`src/hdl/adsr_pkg.sv`:
```
`timescale 1ns / 1ps
// shared types and constants of the adsr envelope level block
// no dependencies

package adsr_pkg;

  localparam int LvlW    = 16;
  localparam int FracW   = 16;
  localparam int NoteW   = 24;
  localparam int ProdW   = FracW + NoteW;
  localparam int NumW    = 56;
  localparam int QuoW    = 16;
  localparam int SegW    = ProdW / 2;
  localparam int PartW   = FracW + SegW;
  localparam int CfgIdxW = 3;

  localparam logic [LvlW-1:0] FullScale = LvlW'(32768);

  // config register indexes
  localparam logic [CfgIdxW-1:0] RegAttack  = CfgIdxW'(0);
  localparam logic [CfgIdxW-1:0] RegDecay   = CfgIdxW'(1);
  localparam logic [CfgIdxW-1:0] RegSustain = CfgIdxW'(2);
  localparam logic [CfgIdxW-1:0] RegRelease = CfgIdxW'(3);
  localparam logic [CfgIdxW-1:0] RegLevel   = CfgIdxW'(4);
  localparam logic [CfgIdxW-1:0] RegNote    = CfgIdxW'(5);

  typedef enum logic [1:0] {
    MODE_DIRECT,
    MODE_ATTACK,
    MODE_DECAY,
    MODE_RELEASE
  } mode_t;

  typedef struct packed {
    logic [NumW-1:0]  num;
    logic [ProdW-1:0] den;
    logic [ProdW-1:0] rem;
    logic [QuoW-1:0]  quo;
    mode_t            mode;
    logic [LvlW-1:0]  direct;
  } div_word_t;

endpackage

```
`src/hdl/adsr_div.sv`:
```
`timescale 1ns / 1ps
// pipelined restoring divider, one quotient bit per stage
// depends on adsr_pkg

module adsr_div (
  input  logic               clk,
  input  logic               rst_n,
  input  logic               vld_i,
  input  adsr_pkg::div_word_t dat_i,
  output logic               rdy_o,
  output logic               vld_o,
  output adsr_pkg::div_word_t dat_o,
  input  logic               rdy_i
);
  import adsr_pkg::*;

  localparam int Steps = QuoW;

  div_word_t stg_r   [Steps];
  div_word_t stg_nxt [Steps];
  logic      vld_r   [Steps];
  logic      vld_prv [Steps];
  logic [Steps:0] rdy;

  always_comb begin
    div_word_t            prv;
    logic [ProdW:0]       rem_sh;
    logic [ProdW:0]       diff;
    logic                 ge;
    rdy[Steps] = rdy_i;
    for (int j = Steps - 1; j >= 0; j--) begin
      rdy[j] = !vld_r[j] || rdy[j+1];
    end
    for (int j = 0; j < Steps; j++) begin
      if (j == 0) begin
        prv        = dat_i;
        vld_prv[j] = vld_i;
      end else begin
        prv        = stg_r[(j == 0) ? 0 : j-1];
        vld_prv[j] = vld_r[(j == 0) ? 0 : j-1];
      end
      rem_sh = {prv.rem, prv.num[QuoW-1-j]};
      diff   = rem_sh - {1'b0, prv.den};
      ge     = (rem_sh >= {1'b0, prv.den});
      stg_nxt[j]     = prv;
      stg_nxt[j].rem = ge ? diff[ProdW-1:0] : rem_sh[ProdW-1:0];
      stg_nxt[j].quo[QuoW-1-j] = ge;
    end
  end

  always_ff @(posedge clk) begin
    for (int j = 0; j < Steps; j++) begin
      if (!rst_n) begin
        vld_r[j] <= 1'b0;
      end else if (rdy[j]) begin
        vld_r[j] <= vld_prv[j];
      end
      if (rdy[j]) begin
        stg_r[j] <= stg_nxt[j];
      end
    end
  end

  assign rdy_o = rdy[0];
  assign vld_o = vld_r[Steps-1];
  assign dat_o = stg_r[Steps-1];

  property p_rem_below_den;
    @(posedge clk) disable iff (!rst_n)
      (vld_o && (dat_o.mode == MODE_ATTACK || dat_o.mode == MODE_DECAY))
        |-> (dat_o.rem < dat_o.den);
  endproperty
  a_rem_below_den: assert property (p_rem_below_den)
    else $error("divider remainder not below divisor");

  property p_attack_bound;
    @(posedge clk) disable iff (!rst_n)
      (vld_o && dat_o.mode == MODE_ATTACK) |-> !dat_o.quo[QuoW-1];
  endproperty
  a_attack_bound: assert property (p_attack_bound)
    else $error("attack quotient reached full scale");

  property p_empty_not_stalling;
    @(posedge clk) disable iff (!rst_n)
      !vld_o |-> rdy[Steps-1];
  endproperty
  a_empty_not_stalling: assert property (p_empty_not_stalling)
    else $error("empty last stage stalls");

endmodule

```
`config.mk`:
```
export PLATFORM = sky130hd
export DESIGN_NAME = adsr_div
export DESIGN_NICKNAME = d
export VERILOG_FILES = /design/src/hdl/adsr_pkg.sv /design/src/hdl/adsr_div.sv
export SDC_FILE = /design/constraint.sdc
export NUM_CORES = 2
export LEC_CHECK = 0
export BUFFER_PORTS_ARGS = -buffer_cell sky130_fd_sc_hd__buf_2
export CAP_MARGIN = 20
export CORE_AREA = 5 5 506 383
export DETAILED_ROUTE_END_ITERATION = 8
export DIE_AREA = 0 0 511 388
export PLACE_DENSITY_LB_ADDON = 0.08
export SYNTH_ARGS = -nofsm -noshare
export SYNTH_HDL_FRONTEND = slang
export SYNTH_SLANG_ARGS = --single-unit
```
`constraint.sdc`:
```
create_clock -name clk -period 29.5 [get_ports clk]
set_input_delay 0 -clock clk [delete_from_list [all_inputs] [get_ports clk]]
set_output_delay 0 -clock clk [all_outputs]
set_load 0.02 [all_outputs]
```
# Word-level counts from Yosys, hierarchy flattened
# Memory sizes are Yosys's and may differ from the RTL's.
# Index checks and enable logic that the tools add are counted.
[totals] ff_bits=0 mem_bits_rw=2736 input_bits=174 word_cells=179 n_memories=2
[classes] n_addsub=16 order_cmp=16 muxes=97 n_bitwise=16 reduce_logical=32
[mem_list] memory="stg_r" words=16 width=170 rd=16 rd_clocked_by_memory_dff=0 wr=16 line="adsr_div.sv:19" rtl="div_word_t stg_r [Steps];"
[mem_list] memory="vld_r" words=16 width=1 rd=16 rd_clocked_by_memory_dff=0 wr=16 line="adsr_div.sv:21" rtl="logic vld_r [Steps];"
[ops] op="41-bit by 40-bit >= comparator with 1-bit output" n=16
[ops] op="40-bit two-way mux" n=16
[ops] op="40-bit subtractor" n=16
[ops] op="1-bit two-way mux" n=81
[ops] op="1-bit logical NOT" n=16
[ops] op="1-bit logical OR" n=16
[ops] op="1-bit bitwise OR" n=16

# Depth between registers and ports, before layout
[depth] depth_word=21 ltp_mapped=17 ltp_nobuf=15

# Worst setup path after synthesis
# OpenSTA, ideal clock, no wires.
[synth_path] path_kind="reg-to-reg" startpoint="mem vld_r[15][0], in the netlist vld_r[1][7]" endpoint="mem vld_r[0][0], data pin" setup_ns=0.156 t_arrival_ns=16.418 required_time_ns=29.344 slack_ns=12.925 path_stages_with_launch=13 n_path_buf=0 period_less_slack_ns=16.575 path_cell_list="edfxtp_1 > nor2b_1 > nand2_1 > nor2_1 > and2_1 > and3_1 > and3_1 > inv_1 > nor2_1 > inv_1 > nor2_1 > nand2_1 > and3_1"
[synth_rtl] item="start, declared" line="adsr_div.sv:21"

==> out/results.ini <==
[status]
outcome=finished with violations
failed_checks=DRC

[logic_synthesis]
ys_seq_elements=2616
synth_fp_nets=10240
async_reset_ff_share_pct=0
synth_largest_area_cell=edfxtp_1
synth_commonest_cells=edfxtp_1, inv_1, nand2_1, a21oi_1, o21ai_0
synth_cell_type_count=96
synthFlopType=edfxtp_1
ys_top_cells_by_area=edfxtp_1, ha_1, a21oi_1, o21ai_0, inv_1
ys_seq_area_share_pct=64.49
yosysWarnings=0
synth_edf_count=2615
synth_area_mm2=0.1218
syn_area_per_cell_um2=12.95
synthMostInstantiatedCell=edfxtp_1
synth_cells=9405
yosysTopAreaCellShare_pct=64.47

[final_layout]
finish.utilization_pct=72.60
layout.nets=10760
syn_to_final_growth_pct=12.09
regArea_mm2=0.07855
fillers=11700
drive_gt1_share_pct=9.689
multiInputGateArea_mm2=0.03801
instances_no_fill=12650

[timing]
min_period_ns=8.710
worst_slew_pin_slew_ns=1.176
clock.fmax_ghz=0.1148
slew_viol_final=0
holdWs_ns=0.07573
slew_headroom_pct=20.96
min_period_over_period_pct=29.53
skew_ns=0.1262
hold_viol=0
finalSetupViolations=0
rsz0062_at_grt=false
tns_ns=0
setup_ws_ns=20.79

[global_routing]
grt.overflow.total=0
first_global_vias=77700
grt_max_degree=95
gr-usage-all-layers_pct=31.50
antenna_found_initial=18
grt_pass1_wl_mm=478.8

[cts]
clkSinkCount=2616
clk_latency_ns=0.92
clkTransAtPathRegs_ns=0.07
numCtsBuffers=236
clk_path_buf_depth=3
h-tree-depth=4
cts_setup_buffers=0
cts_resized=0
cts-root-buf=clkbuf_16
cts_tree=done

[setup_path]
r2r_end=vld_r[0][0]$_DFFE_PP_
regToRegSetupSlack_ns=21.49
cpPeakStageDelay_ns=0.73
critPathSlowestCell=nor2_1
cp_num_cells=14
path_max_fanout=94
r2r-start=vld_r[1][7]$_DFFE_PP_
crit_family=simple AND/OR/NAND/NOR gates
cp-start-kind=flop
worstSetupEndpointType=output port
critPathKind=reg2out
path_common_cell=nor2_1
cp_num_buf_inv=5
crit_chain=nor2b_1 > nand2_4 > nor2_1 > and2_1 > and3_1 > and3_1 > inv_6 > nor2_1 > inv_6 > nor2_1 > nand2_4 > buf_4 > buf_4 > buf_2
required_ns=29.50
critPathArrivalTime_ns=8.71
r2r_cells=14

[routing]
wl_per_cell_um=25.08
dr.first_iter.drc_count=9378
routed_via_density=6.216
vias=78660
firstDrtPassIters=9
drc=1
ant_nets=0
routed_wirelength_mm=317.4

[pwr]
ir_worst_vdd_v=0.00007840
p_leak_nw=55.68
powerDensity_mw_per_mm2=105.1

[placed_design]
gp_congestion=0.9261
dpl.hpwl_mm=199.8
post-place-ws_ns=22.07
numPlacedInstances=11880
port_buffers=329

[hold_path]
hold_class=in2reg
worstHoldStart=dat_i[34]
worstHoldPathCells=4
worstHoldEndpoint=stg_r[0][35]$_DFFE_PP_

[die]
die_area_mm2=0.1983
die_h_um=388
io_pins=346
die_w_um=511
core-area_mm2=0.1880
start_util_pct=64.77
core.rowCount=138

[run]
cap_violations=0

==> worst reg2reg max path, cell delays in order, from the launching register on <==
cell and delay (ns):
edfxtp_1 0.37, nor2b_1 0.59, nand2_4 0.62, nor2_1 0.60, and2_1 0.45, and3_1 0.49, and3_1 0.47, inv_6 0.42
nor2_1 0.75, inv_6 0.45, nor2_1 0.56, nand2_4 0.51, buf_4 0.59, and3_1 0.37, dlygate4sd3_1 0.57
==> flip-flops by register name, indices dropped and copies added (netlist names) <==
register and flops:
stg_r 2600, vld_r 16
==> worst max path at each step <==
stage,from,to,slack [ns]
2_1_floorplan,vld_r[1][7]$_DFFE_PP_,vld_r[0][0]$_DFFE_PP_,12.93
5_1_grt,vld_r[1][7]$_DFFE_PP_,rdy_o,20.44
3_5_place_dp,vld_r[1][7]$_DFFE_PP_,stg_r[0][126]$_DFFE_PP_,22.07
4_1_cts,vld_r[1][7]$_DFFE_PP_,rdy_o,20.86
6_report,vld_r[1][7]$_DFFE_PP_,rdy_o,20.79
3_3_place_gp,vld_r[1][7]$_DFFE_PP_,stg_r[0][117]$_DFFE_PP_,22.38
==> per-layer routing <==
layer | track usage [%] | part of all wire, % | vias up | wire length (um)
met5 | 0 | 0.030 | - | 95
li1 | - | - | 35530 | -
met3 | 5.633 | 7.7 | 1159 | 24520
met1 | 40.04 | 38 | 37560 | 120700
met4 | 16.34 | 6.4 | 14 | 20350
met2 | 52.29 | 48 | 4401 | 151700
==> placed cells by master (no fill, tap or decap), drive strengths merged, types with 263 or more instances in the layout <==
cell type / synthesis / layout
o21ai: 704 / 704
inv: 820 / 831
a21o: 308 / 308
nand2: 727 / 727
buf: 243 / 381
nor2: 398 / 398
ha: 640 / 640
dlygate4sd3: 0 / 326
xnor2: 293 / 293
xor2: 263 / 263
clkbuf: 180 / 264
edfxtp: 2615 / 2615
a21oi: 688 / 688
==> cell type report <==
class,count,area share (%)
clock buffer,264,4.403
tap,2520,2.310
clock inverter,172,1.685
sequential,2616,57.54
timing repair buffer,707,3.925
antenna,9,0.01650
inverter,820,2.284
multi-input combinational,5546,27.84
==> kinds of logic after synthesis <==
logic type	share of synthesized area (%)
AOI/OAI and AO/OA	11.58
muxes	1.414
adders and majority gates	6.838
DFF	64.49
and+or+nand+nor	7.228
buffers and inverters	4.449
xor gates and xnor gates	3.998
==> power by group <==
part | leakage (nW) | total, mW | internal (mW) | switching (mW)
registers | 27.7 | 5.56 | 5.10 | 0.455
logic | 24.0 | 5.45 | 2.15 | 3.30
clock network | 3.95 | 3.34 | 1.83 | 1.51
total | 55.7 | 14.4 | 9.09 | 5.27
==> repair_timing <==
item                       4_1_cts  5_1_grt
hold buffers                   326        0
setup endpoints to repair        0        0
hold endpoints to repair       185        0
==> per-stage QoR <==
| stage | total power [mW] | cell area [um^2] |
|---|---|---|
| finish | 14.35 | 136500 |
| CTS | 14.17 | 136400 |
| detailed placement | 10.70 | 124800 |
| global route | 15.09 | 136500 |
| global placement | 10.56 | 124800 |
| floorplan | 9.368 | 121800 |
Power figures use the tool's default switching activity.
